`config.mk`:
```
export PLATFORM = sky130hd
export DESIGN_NAME = selective_repeat_arq_engine
export DESIGN_NICKNAME = d
export VERILOG_FILES = /design/src/hw/rtl/srarq_pkg.sv /design/src/hw/rtl/selective_repeat_arq_engine.sv
export SDC_FILE = /design/constraint.sdc
export NUM_CORES = 1
export LEC_CHECK = 0
export ABC_AREA = 1
export BUFFER_PORTS_ARGS = -buffer_cell sky130_fd_sc_hd__buf_2
export CAP_MARGIN = 20
export CORE_MARGIN = 2
export CORE_UTILIZATION = 45
export CTS_CLUSTER_SIZE = 30
export DETAILED_ROUTE_END_ITERATION = 6
export PLACE_DENSITY_LB_ADDON = 0.15
export SLEW_MARGIN = 20
export SYNTH_ARGS = -nofsm -noshare
export SYNTH_HDL_FRONTEND = slang
export SYNTH_SLANG_ARGS = --single-unit
```
`constraint.sdc`:
```
create_clock -name clock -period 5.6 [get_ports clock]
set_input_delay 0.56 -clock clock [delete_from_list [all_inputs] [get_ports clock]]
set_output_delay 0.56 -clock clock [all_outputs]
set_load 0.03 [all_outputs]
```
`src/hw/rtl/srarq_pkg.sv`:
```
// shared types, codes and helpers of the selective-repeat arq engine
package srarq_pkg;

   localparam int SEQ_BITS  = 3;
   localparam int SLOT_BITS = SEQ_BITS - 1;
   localparam int NR_BUFS   = 1 << SLOT_BITS;
   localparam int PAY_W     = 32;
   localparam int CNT_BITS  = SLOT_BITS + 1;

   localparam logic [2:0] FUNC_FRAME   = 3'd0;
   localparam logic [2:0] FUNC_CKSUM   = 3'd1;
   localparam logic [2:0] FUNC_TIMEOUT = 3'd2;
   localparam logic [2:0] FUNC_NEW     = 3'd3;
   localparam logic [2:0] FUNC_ACK_TO  = 3'd4;

   localparam logic [1:0] KIND_DATA = 2'd0;
   localparam logic [1:0] KIND_ACK  = 2'd1;
   localparam logic [1:0] KIND_NAK  = 2'd2;

   localparam logic [1:0] ACT_SEND    = 2'd0;
   localparam logic [1:0] ACT_DELIVER = 2'd1;
   localparam logic [1:0] ACT_STATUS  = 2'd2;

   localparam logic [1:0] ACKT_NONE  = 2'd0;
   localparam logic [1:0] ACKT_START = 2'd1;
   localparam logic [1:0] ACKT_STOP  = 2'd2;

   typedef struct packed {
      logic [2:0]          func;
      logic [1:0]          rx_kind;
      logic [SEQ_BITS-1:0] rx_seq;
      logic [SEQ_BITS-1:0] rx_ack;
      logic [PAY_W-1:0]    payload_in;
      logic [SEQ_BITS-1:0] timeout_seq;
   } req_type;

   typedef struct packed {
      logic [1:0]           action;
      logic [1:0]           tx_kind;
      logic [SEQ_BITS-1:0]  tx_seq;
      logic [SEQ_BITS-1:0]  tx_ack;
      logic [PAY_W-1:0]     payload_out;
      logic                 arm_timer;
      logic [SLOT_BITS-1:0] timer_slot;
      logic [NR_BUFS-1:0]   stop_timer_mask;
      logic [1:0]           ack_timer_cmd;
      logic                 net_enable;
      logic                 last;
   } rsp_type;

   // circular a <= b < c
   function automatic logic in_window(input logic [SEQ_BITS-1:0] a,
                                      input logic [SEQ_BITS-1:0] b,
                                      input logic [SEQ_BITS-1:0] c);
      in_window = ((a <= b) && (b < c)) || ((c < a) && (a <= b)) || ((b < c) && (c < a));
   endfunction

endpackage

```
`src/hw/rtl/selective_repeat_arq_engine.sv`:
```
// selective-repeat arq endpoint: sequencer around the send and receive stores
//
//   channel  ports                       handshake
//   req      start, busy, req_data       taken when start and not busy
//   rsp      rsp_valid, rsp_data         no back pressure
//
// while busy: a plan state that reads and updates the stores, then the results in
// order (optional frame, up to four deliveries, optional resend, closing status).
// results follow one another with no gaps; the next item is taken only from the
// idle state that follows the status item.
// synchronous reset clears the window state and the arrival bits; the stores
// hold no reset value. busy is high from acceptance until the status item.
module selective_repeat_arq_engine (
   input  logic                clock,
   input  logic                reset,
   input  logic                start,
   output logic                busy,
   input  srarq_pkg::req_type  req_data,
   output logic                rsp_valid,
   output srarq_pkg::rsp_type  rsp_data
);

   localparam int SB = srarq_pkg::SEQ_BITS;
   localparam int LB = srarq_pkg::SLOT_BITS;
   localparam int NB = srarq_pkg::NR_BUFS;
   localparam int PW = srarq_pkg::PAY_W;
   localparam int CB = srarq_pkg::CNT_BITS;

   typedef enum logic [5:0] {
      S_IDLE   = 6'b000001,
      S_PLAN   = 6'b000010,
      S_FRAME  = 6'b000100,
      S_DELIV  = 6'b001000,
      S_RESEND = 6'b010000,
      S_STATUS = 6'b100000
   } state_type;

   state_type state_ff, state_in;

   logic [SB-1:0] sle_ff, sle_in, sn_ff, sn_in, rle_ff, rle_in, rhe_ff, rhe_in;
   logic [CB-1:0] cnt_ff, cnt_in;
   logic          nak_ok_ff, nak_ok_in;
   logic [NB-1:0] map_ff, map_in;

   srarq_pkg::req_type req_ff;

   logic          frame_ff, frame_in;
   logic [1:0]    fkind_ff, fkind_in;
   logic [SB-1:0] fseq_ff, fseq_in;
   logic [SB-1:0] ack_ff;
   logic          resend_ff, resend_in;
   logic [SB-1:0] rseq_ff;
   logic [CB-1:0] left_ff, left_in;
   logic [LB-1:0] dslot_ff, dslot_in;
   logic [NB-1:0] stopm_ff;
   logic [1:0]    ackcmd_ff;
   logic          net_ff;
   logic          arr_ff;

   logic [PW-1:0] send_mem [NB];
   logic [PW-1:0] recv_mem [NB];
   logic [PW-1:0] send_rd_ff, recv_rd_ff;

   // plan logic
   logic          is_rx, is_data, is_nak, new_ok, nak_first, arr_ok, want_ok, ack_in_win;
   logic [SB-1:0] want, nacks;
   logic [LB-1:0] arr_slot, s_rd_addr, r_rd_addr;
   logic [NB-1:0] m_set, stopm;
   logic [CB-1:0] dcnt, cnt_dec;
   logic          run;
   logic [1:0]    ackcmd;

   always_comb begin
      is_rx     = req_ff.func == srarq_pkg::FUNC_FRAME;
      is_data   = is_rx && (req_ff.rx_kind == srarq_pkg::KIND_DATA);
      is_nak    = is_rx && (req_ff.rx_kind == srarq_pkg::KIND_NAK);
      new_ok    = cnt_ff < CB'(NB);
      nak_first = (req_ff.rx_seq != rle_ff) && nak_ok_ff;
      arr_slot  = req_ff.rx_seq[LB-1:0];
      arr_ok    = is_data && srarq_pkg::in_window(rle_ff, req_ff.rx_seq, rhe_ff)
                  && !map_ff[arr_slot];
      want      = req_ff.rx_ack + SB'(1);
      want_ok   = is_nak && srarq_pkg::in_window(sle_ff, want, sn_ff);
      m_set     = map_ff | (arr_ok ? (NB'(1) << arr_slot) : '0);
      dcnt      = '0;
      run       = 1'b1;
      for (int k = 0; k < NB; k++) begin
         if (run && m_set[LB'(rle_ff[LB-1:0] + LB'(k))]) begin
            dcnt = dcnt + CB'(1);
         end else begin
            run = 1'b0;
         end
      end
      ack_in_win = is_rx && srarq_pkg::in_window(sle_ff, req_ff.rx_ack, sn_ff);
      nacks      = ack_in_win ? SB'(req_ff.rx_ack - sle_ff + SB'(1)) : '0;
      stopm      = '0;
      for (int k = 0; k < NB; k++) begin
         if (SB'(k) < nacks) begin
            stopm[LB'(sle_ff[LB-1:0] + LB'(k))] = 1'b1;
         end
      end
      cnt_dec   = (CB'(nacks) < cnt_ff) ? CB'(nacks) : cnt_ff;
      ackcmd    = (is_data && !nak_first && dcnt == '0) ? srarq_pkg::ACKT_START
                                                         : srarq_pkg::ACKT_NONE;
      s_rd_addr = (req_ff.func == srarq_pkg::FUNC_TIMEOUT) ? req_ff.timeout_seq[LB-1:0]
                                                            : want[LB-1:0];
      r_rd_addr = (state_ff == S_PLAN) ? rle_ff[LB-1:0] : LB'(dslot_ff + LB'(1));
   end

   always_comb begin
      state_in  = state_ff;
      sle_in    = sle_ff;
      sn_in     = sn_ff;
      rle_in    = rle_ff;
      rhe_in    = rhe_ff;
      cnt_in    = cnt_ff;
      nak_ok_in = nak_ok_ff;
      map_in    = map_ff;
      frame_in  = frame_ff;
      fkind_in  = fkind_ff;
      fseq_in   = fseq_ff;
      resend_in = resend_ff;
      left_in   = left_ff;
      dslot_in  = dslot_ff;
      case (state_ff)
         S_IDLE: begin
            if (start) state_in = S_PLAN;
         end
         S_PLAN: begin
            frame_in  = 1'b0;
            fkind_in  = srarq_pkg::KIND_DATA;
            fseq_in   = '0;
            resend_in = want_ok;
            left_in   = '0;
            dslot_in  = rle_ff[LB-1:0];
            case (req_ff.func)
               srarq_pkg::FUNC_NEW: begin
                  if (new_ok) begin
                     frame_in = 1'b1;
                     fseq_in  = sn_ff;
                     sn_in    = sn_ff + SB'(1);
                     cnt_in   = cnt_ff + CB'(1);
                  end
               end
               srarq_pkg::FUNC_FRAME: begin
                  if (is_data) begin
                     if (nak_first) begin
                        frame_in  = 1'b1;
                        fkind_in  = srarq_pkg::KIND_NAK;
                        nak_ok_in = 1'b0;
                     end
                     if (arr_ok) begin
                        left_in = dcnt;
                        map_in  = m_set;
                        for (int k = 0; k < NB; k++) begin
                           if (CB'(k) < dcnt) map_in[LB'(rle_ff[LB-1:0] + LB'(k))] = 1'b0;
                        end
                        rle_in = rle_ff + SB'(dcnt);
                        rhe_in = rhe_ff + SB'(dcnt);
                        if (dcnt != '0) nak_ok_in = 1'b1;
                     end
                  end
                  sle_in = sle_ff + nacks;
                  cnt_in = cnt_ff - cnt_dec;
               end
               srarq_pkg::FUNC_CKSUM: begin
                  if (nak_ok_ff) begin
                     frame_in  = 1'b1;
                     fkind_in  = srarq_pkg::KIND_NAK;
                     nak_ok_in = 1'b0;
                  end
               end
               srarq_pkg::FUNC_TIMEOUT: begin
                  frame_in = 1'b1;
                  fseq_in  = req_ff.timeout_seq;
               end
               srarq_pkg::FUNC_ACK_TO: begin
                  frame_in = 1'b1;
                  fkind_in = srarq_pkg::KIND_ACK;
               end
               default: ;
            endcase
            if (frame_in)               state_in = S_FRAME;
            else if (left_in != '0)     state_in = S_DELIV;
            else if (resend_in)         state_in = S_RESEND;
            else                        state_in = S_STATUS;
         end
         S_FRAME: begin
            if (left_ff != '0)  state_in = S_DELIV;
            else if (resend_ff) state_in = S_RESEND;
            else                state_in = S_STATUS;
         end
         S_DELIV: begin
            left_in  = left_ff - CB'(1);
            dslot_in = dslot_ff + LB'(1);
            if (left_ff == CB'(1)) state_in = resend_ff ? S_RESEND : S_STATUS;
         end
         S_RESEND: state_in = S_STATUS;
         S_STATUS: state_in = S_IDLE;
         default:  state_in = S_IDLE;
      endcase
   end

   always_ff @(posedge clock) begin
      if (reset) begin
         state_ff  <= S_IDLE;
         sle_ff    <= '0;
         sn_ff     <= '0;
         rle_ff    <= '0;
         rhe_ff    <= SB'(NB);
         cnt_ff    <= '0;
         nak_ok_ff <= 1'b1;
         map_ff    <= '0;
         frame_ff  <= 1'b0;
         resend_ff <= 1'b0;
         left_ff   <= '0;
      end else begin
         state_ff  <= state_in;
         sle_ff    <= sle_in;
         sn_ff     <= sn_in;
         rle_ff    <= rle_in;
         rhe_ff    <= rhe_in;
         cnt_ff    <= cnt_in;
         nak_ok_ff <= nak_ok_in;
         map_ff    <= map_in;
         frame_ff  <= frame_in;
         resend_ff <= resend_in;
         left_ff   <= left_in;
      end
   end

   always_ff @(posedge clock) begin
      fkind_ff <= fkind_in;
      fseq_ff  <= fseq_in;
      dslot_ff <= dslot_in;
      if (state_ff == S_IDLE && start) req_ff <= req_data;
      if (state_ff == S_PLAN) begin
         ack_ff    <= rle_ff - SB'(1);
         rseq_ff   <= want;
         stopm_ff  <= stopm;
         ackcmd_ff <= ackcmd;
         net_ff    <= cnt_in < CB'(NB);
         arr_ff    <= arr_ok;
      end
   end

   // stores: one write and one registered read each per cycle
   always_ff @(posedge clock) begin
      if (state_ff == S_PLAN && req_ff.func == srarq_pkg::FUNC_NEW && new_ok)
         send_mem[sn_ff[LB-1:0]] <= req_ff.payload_in;
      if (state_ff == S_PLAN) send_rd_ff <= send_mem[s_rd_addr];
   end

   always_ff @(posedge clock) begin
      if (state_ff == S_PLAN && arr_ok) recv_mem[arr_slot] <= req_ff.payload_in;
      if (state_ff == S_PLAN || state_ff == S_DELIV) recv_rd_ff <= recv_mem[r_rd_addr];
   end

   assign busy = state_ff != S_IDLE;

   always_comb begin
      rsp_valid  = 1'b0;
      rsp_data   = '0;
      rsp_data.net_enable = net_ff;
      case (state_ff)
         S_FRAME: begin
            rsp_valid              = 1'b1;
            rsp_data.action        = srarq_pkg::ACT_SEND;
            rsp_data.tx_kind       = fkind_ff;
            rsp_data.tx_seq        = fseq_ff;
            rsp_data.tx_ack        = ack_ff;
            rsp_data.ack_timer_cmd = srarq_pkg::ACKT_STOP;
            if (fkind_ff == srarq_pkg::KIND_DATA) begin
               rsp_data.payload_out = (req_ff.func == srarq_pkg::FUNC_NEW) ?
                                      req_ff.payload_in : send_rd_ff;
               rsp_data.arm_timer   = 1'b1;
               rsp_data.timer_slot  = fseq_ff[LB-1:0];
            end
         end
         S_DELIV: begin
            rsp_valid              = 1'b1;
            rsp_data.action        = srarq_pkg::ACT_DELIVER;
            rsp_data.payload_out   = (arr_ff && dslot_ff == req_ff.rx_seq[LB-1:0]) ?
                                     req_ff.payload_in : recv_rd_ff;
            rsp_data.ack_timer_cmd = srarq_pkg::ACKT_START;
         end
         S_RESEND: begin
            rsp_valid              = 1'b1;
            rsp_data.action        = srarq_pkg::ACT_SEND;
            rsp_data.tx_kind       = srarq_pkg::KIND_DATA;
            rsp_data.tx_seq        = rseq_ff;
            rsp_data.tx_ack        = ack_ff;
            rsp_data.payload_out   = send_rd_ff;
            rsp_data.arm_timer     = 1'b1;
            rsp_data.timer_slot    = rseq_ff[LB-1:0];
            rsp_data.ack_timer_cmd = srarq_pkg::ACKT_STOP;
         end
         S_STATUS: begin
            rsp_valid                = 1'b1;
            rsp_data.action          = srarq_pkg::ACT_STATUS;
            rsp_data.stop_timer_mask = stopm_ff;
            rsp_data.ack_timer_cmd   = ackcmd_ff;
            rsp_data.last            = 1'b1;
         end
         default: ;
      endcase
   end

endmodule

```
==> results of run 1 <==
how the worst min path moves through the flow:
stage | startpoint | to | slack (ns) | cells past startpoint
final | req_data[5] | req_ff[5]$_DFFE_PP_ | 0.14 | 1
after global routing | req_data[5] | req_ff[5]$_DFFE_PP_ | 0.11 | 1
after CTS | req_data[28] | req_ff[28]$_DFFE_PP_ | 0.11 | 1
after detailed placement | resend_ff$_SDFFE_PP0P_ | state_ff[4]$_SDFFE_PP0P_ | 0.48 | 2
after global placement | resend_ff$_SDFFE_PP0P_ | resend_ff$_SDFFE_PP0P_ | 0.47 | 2
after floorplan | rhe_ff[2]$_SDFFE_PP1P_ | rhe_ff[2]$_SDFFE_PP1P_ | 0.45 | 2
state kept, by name, summed over array words and instances (netlist names), 4 cells and up, named ones only:
signal,flops
send_mem,128
send_rd_ff,32
recv_rd_ff,32
recv_mem,128
state_ff,6
req_ff,44
map_ff,4
stopm_ff,4
Yosys cell counts (2+ instances only):
cell type / number
a21oi_1: 32
xnor2_1: 4
ha_1: 41
nand3b_1: 2
o21ai_1: 3
nand4_1: 5
dfxtp_1: 30
a211oi_1: 4
inv_2: 10
clkinv_2: 2
nor2_2: 5
nand2_4: 2
o31ai_1: 2
o211ai_1: 4
nand3_2: 11
nor3_1: 7
o21ai_0: 180
nor2_1: 185
nand2_2: 5
edfxtp_1: 386
buf_2: 4
a21o_1: 3
o221ai_1: 35
xor2_1: 4
fa_1: 4
o21a_1: 4
o22ai_1: 67
a31oi_1: 3
nand2_1: 192
nor4_1: 3
inv_1: 156
buf_1: 4
a21oi_2: 5
nand3_1: 31
clkbuf_1: 52
cell type report:
type | instances | area (sq um) | share of cell area
flip-flops and latches | 416 | 12200 | 0.600
multi-input cells | 852 | 4740 | 0.233
clock buffers | 61 | 1200 | 0.0589
repair buffers | 125 | 681 | 0.0335
well taps | 518 | 648 | 0.0319
inverters | 169 | 641 | 0.0315
clock inverters | 21 | 221 | 0.0109
power breakdown:
part / total (mW) / switching [mW] / internal [mW]
combinational: 0.382 / 0.270 / 0.112
clock: 2.87 / 1.23 / 1.65
sequential: 3.54 / 0.0598 / 3.48
per-layer routing:
layer	share of wire	track usage	vias to the layer above
met1	0.44	0.292	5754
met3	0.055	0.0347	67
met2	0.48	0.363	332
met4	0.021	0.0623	0
li1	-	-	5544
met5	0	0	-
critical path: stages (launching register included):
cell	delay (ns)
dfxtp_1	0.61
inv_1	0.31
ha_1	0.35
and3_1	0.21
a21oi_1	0.12
nand2_1	0.17
nand3_2	0.21
nand3_1	0.15
nand3_1	0.14
nand2_2	0.09
a21oi_2	0.21
ha_1	0.26
nand3b_1	0.19
nand2_1	0.09
inv_2	0.06
fa_1	0.40
inv_1	0.07
nand2_1	0.08
a31oi_1	0.19
nor2_1	0.06
per-stage QoR:
stage / instances / setup slack (ns)
6_report: 2162 / 1.50
5_1_grt: 2162 / 1.21
4_1_cts: 2162 / 1.58
3_5_place_dp: 2080 / 1.63
3_3_place_gp: 2080 / 1.77
2_1_floorplan: 1498 / 0.569
kinds of logic (layout without fill, tap and decap cells):
logic type | Yosys count | after routing | share of synthesized area
and+or+nand+nor | 453 | 453 | 0.109
AOI/OAI and AO/OA | 346 | 346 | 0.115
adders and majority gates | 45 | 45 | 0.0335
xor gates and xnor gates | 8 | 8 | 0.00396
buffers and inverters | 230 | 376 | 0.0494
DFF | 416 | 416 | 0.689
==> metrics.cfg, run 1 <==
[synthesis]
avgSynthCellArea_sq_um=11.8
synth_top_area_cell=edfxtp_1
synth.distinct_cells=46
synth_async_sr_flop_share=0
synth.area.top_cells=edfxtp_1, o21ai_0, nand2_1
synthCells=1498
yosysTopAreaCellShare=0.655
synth_edf_count=386
synth-seq-cells=416
synthFlopType=edfxtp_1
synth_area_sq_um=17700
seq_area_frac_synth=0.689
syn-num-nets=1592
yosysWarnings=0

[place]
io_buffers=103
dp_hpwl_microns=24300
place_congestion=0.863
dpl-instance-area_sq_um=18900

[global_routing]
track_usage=0.216
antenna_found_initial=0
first_global_vias=11614
grt_pass1_wl_microns=67500
grt-ovfl-total=0
grt_max_degree=65

[route]
via_per_inst=5.41
wirelength_microns=43400
drc=0
drtIter0Drc=972
drtPass1Iterations=7
ant_nets=0
wl_per_cell_microns=20.1
vias=11697

[timing]
fin_tns_setup_ns=0
rsz0062_at_grt=false
setup_viol=0
fin_skew_ns=0.0205
worst_pin_slew_ns=0.959
post-route-period-util=0.732
min_period_ns=4.10
slew-limit-headroom=0.360
hold_viol=0
max_freq_mhz=244
slew_viol_final=0
timing.hold.ws_ns=0.141

[layout]
area_delta_synth_final_pct=14.9
stdcell_area_sq_um=20300
final_util=0.524
final_common_cell=edfxtp_1
nFillCells=3386
fin_nets=1703
layout_common_cells=edfxtp_1, nand2_1, o21ai_0
drive_above_1_share=0.147
antenna_cells=0

[clocking]
post_cts_buffers=0
clk_pin_slew_ns=0.06
cts_tree=done
clk_path_buf_depth=3
cts_buffers=45
cts_resized=0
h-tree-depth=2
clock_sinks=416
holdBufCountCts=0
clock_latency_ns=0.59
cts_root_buffer=clkbuf_16

[power_and_ir_drop]
power_density_nw_per_um2=335
power_mw=6.80
leakage_nw=7.55
irDropWorstVdd_mv=0.247

[critical_path]
startpoint=rle_ff[0]$_SDFFE_PP0P_
crit_fanout=11
path_class=reg2reg
end_kind=flop
reg2reg_slack_ns=1.50
reg2reg_to=rle_ff[2]$_SDFFE_PP0P_
start_kind=flop
r2r_cells=19
endpoint=rle_ff[2]$_SDFFE_PP0P_
worstPathRequired_ns=6.07
crit_arrival_ns=4.57
r2r_start=rle_ff[0]$_SDFFE_PP0P_

[hold_path]
hold_class=in2reg

[run_status]
status=finished clean

[floorplanning]
die_area_sq_um=40900
die_h_microns=202
pin_count=104
rows=72
coreArea_sq_um=38700
initial_utilization=0.457
die_x_microns=202

[run]
drv_cap=0

No activity file was read; power rests on OpenSTA's default activity.
==> inputs of run 2 (changes only) <==
==> constraint.sdc (replaced) <==
create_clock -name clock -period 3.9 [get_ports clock]
set_input_delay 0.39 -clock clock [delete_from_list [all_inputs] [get_ports clock]]
set_output_delay 0.39 -clock clock [all_outputs]
set_load 0.03 [all_outputs]
==> metrics.cfg, run 2 (synthesis results as in run 1) <==
[timing]
slew_viol_final=0  ; unchanged
fin_skew_ns=0.0256  ; was 0.0205 ns
post-route-period-util=0.925  ; was 0.732
max_freq_mhz=277  ; was 244 MHz
timing.hold.ws_ns=0.0359  ; was 0.141 ns
setup_viol=0  ; unchanged
slew-limit-headroom=0.346  ; was 0.360
rsz0062_at_grt=false  ; unchanged
hold_viol=0  ; unchanged
min_period_ns=3.61  ; was 4.10 ns
worst_pin_slew_ns=0.979  ; was 0.959 ns

[critical_path]
cp_slowest_cell=dfxtp_1  ; unchanged
cpLargestDelayFamily=adder cells  ; was simple AND/OR/NAND/NOR gates
path_buf_inv=1  ; was 3
crit_fanout=6  ; was 11
end_kind=flop  ; unchanged
worstPathRequired_ns=4.26  ; was 6.07 ns
cp_cell_sequence=inv_1 > ha_1 > a21o_1 > a21oi_1 > nand2_1 > o221ai_1 > nand2_1 > nor2_4 > ha_1 > a21oi_1 > nand2_1 > o21a_1 > ha_1 > fa_1 > xor2_1 > a211oi_1  ; was inv_1 > ha_1 > and3_1 > a21oi_1 > nand2_1 > nand3_2 > nand3_1 > nand3_1 > nand2_2 > a21oi_2 > ha_1 > nand3b_1 > nand2_1 > inv_2 > fa_1 > inv_1 > nand2_1 > a31oi_1 > nor2_1
max_stage_delay_ns=0.39  ; was 0.61 ns
crit_arrival_ns=3.97  ; was 4.57 ns
path_class=reg2reg  ; unchanged
start_kind=flop  ; unchanged

[power_and_ir_drop]
leakage_nw=7.84  ; was 7.55 nW
power_density_nw_per_um2=476  ; was 335 nW/um^2
irDropWorstVdd_mv=0.344  ; was 0.247 mV

[layout]
layout_common_cells=edfxtp_1, nand2_1, o21ai_0  ; unchanged
area_delta_synth_final_pct=18.3  ; was 14.9%
drive_above_1_share=0.157  ; was 0.147
fin_nets=1759  ; was 1,703
antenna_cells=0  ; unchanged
multi_input_area_sq_um=4760  ; was 4740 sq um
instances_no_fill=2218  ; was 2,162
nFillCells=3310  ; was 3,386
seq_area_sq_um=12200  ; about the same
final_common_cell=edfxtp_1  ; unchanged

[place]
io_buffers=103  ; unchanged
dp_hpwl_microns=24400  ; was 24,300 microns
place_congestion=0.861  ; was 0.863
place_inst=2094  ; was 2,080

[floorplanning]
die_area_sq_um=40900  ; unchanged
pin_count=104  ; unchanged
initial_utilization=0.457  ; unchanged
die_h_microns=202  ; unchanged
die_x_microns=202  ; unchanged
coreArea_sq_um=38700  ; unchanged
rows=72  ; unchanged

[route]
wirelength_microns=43000  ; was 43,400 microns
drtIter0Drc=768  ; was 972
ant_nets=0  ; unchanged
drc=0  ; unchanged
via_per_inst=5.32  ; was 5.41
vias=11794  ; was 11,697
wl_per_cell_microns=19.4  ; was 20.1 microns
drtPass1Iterations=5  ; was 7

[clocking]
cts_root_buffer=clkbuf_16  ; unchanged
clock_latency_ns=0.57  ; was 0.59 ns
clock_sinks=416  ; unchanged
cts_tree=done  ; unchanged
clk_path_buf_depth=3  ; unchanged
cts_buffers=44  ; was 45
h-tree-depth=2  ; unchanged
clk_pin_slew_ns=0.06  ; about the same

[global_routing]
grt_max_degree=65  ; unchanged
first_global_vias=11565  ; was 11,614
antenna_found_initial=0  ; unchanged
track_usage=0.211  ; was 0.216
grt-ovfl-total=0  ; unchanged
grt_pass1_wl_microns=66000  ; was 67,500 microns

[run]
drv_cap=0  ; unchanged

[run_status]
status=finished clean  ; unchanged

[hold_path]
hold_class=in2reg  ; unchanged

[run 2: changes by cell type in the layout (fill, tap and decap cells not counted), moves of 2 or more]
cell | previous run | this run
clkinv_16 | 2 | 0
buf_4 | 22 | 37
clkbuf_1 | 15 | 12
clkinv_2 | 5 | 8
clkinv_1 | 12 | 9
nor2_4 | 10 | 12
inv_2 | 9 | 11
inv_1 | 156 | 154
bufinv_16 | 3 | 7
dlygate4sd3_1 | 0 | 42
nor2_1 | 176 | 174
[run 2: power by group]
part	total (mW)	switching [mW]	internal [mW]
registers	5.08	0.0838	5.00
clock network	4.28	1.70	2.58
logic	0.593	0.396	0.196
[run 2: final cells by class]
class	count	share of cell area
clock buffer	58	0.0561
clock inverter	23	0.0141
inverter	169	0.0306
multi-input combinational	852	0.227
sequential	416	0.583
tap	518	0.0310
timing repair buffer	182	0.0580
[run 2: stage by stage]
stage               utilization  cell area, sq um  total power [mW]  setup TNS, ns  setup WS (ns)
floorplan                     -             17800              5.51         -56.07         -0.231
global placement          0.491             19000              5.73              0          0.368
detailed placement        0.491             19000              5.74              0          0.290
CTS                       0.540             20900              10.0              0          0.226
global route              0.540             20900              10.3              0         0.0136
finish                    0.540             20900              9.96              0          0.294
[run 2: path summary, 6_finish.rpt]
kind / depth (start not counted) / end / slack [ns] / from
hold reg to reg: 2 / resend_ff$_SDFFE_PP0P_ / 0.48 / resend_ff$_SDFFE_PP0P_
setup reg to reg: 16 / net_ff$_DFFE_PP_ / 0.29 / sn_ff[1]$_SDFFE_PP0P_
setup / recovery: 16 / net_ff$_DFFE_PP_ / 0.29 / sn_ff[1]$_SDFFE_PP0P_
hold / removal: 1 / req_ff[21]$_DFFE_PP_ / 0.04 / req_data[21]
[run 2: metal layers]
| layer | wire length, microns | vias to the layer above | GRT usage |
|---|---|---|---|
| li1 | - | 5655 | - |
| met1 | 19200 | 5789 | 0.285 |
| met2 | 20900 | 281 | 0.352 |
| met3 | 1800 | 69 | 0.0276 |
| met4 | 1030 | 0 | 0.0725 |
| met5 | 0 | - | 0 |
[run 2: timing repair]
action                     in CTS  in global routing
hold endpoints to repair       42                  0
gates resized for setup         0                  1
hold buffers                   42                  0
setup endpoints to repair       0                  4
setup buffers                   0                  1
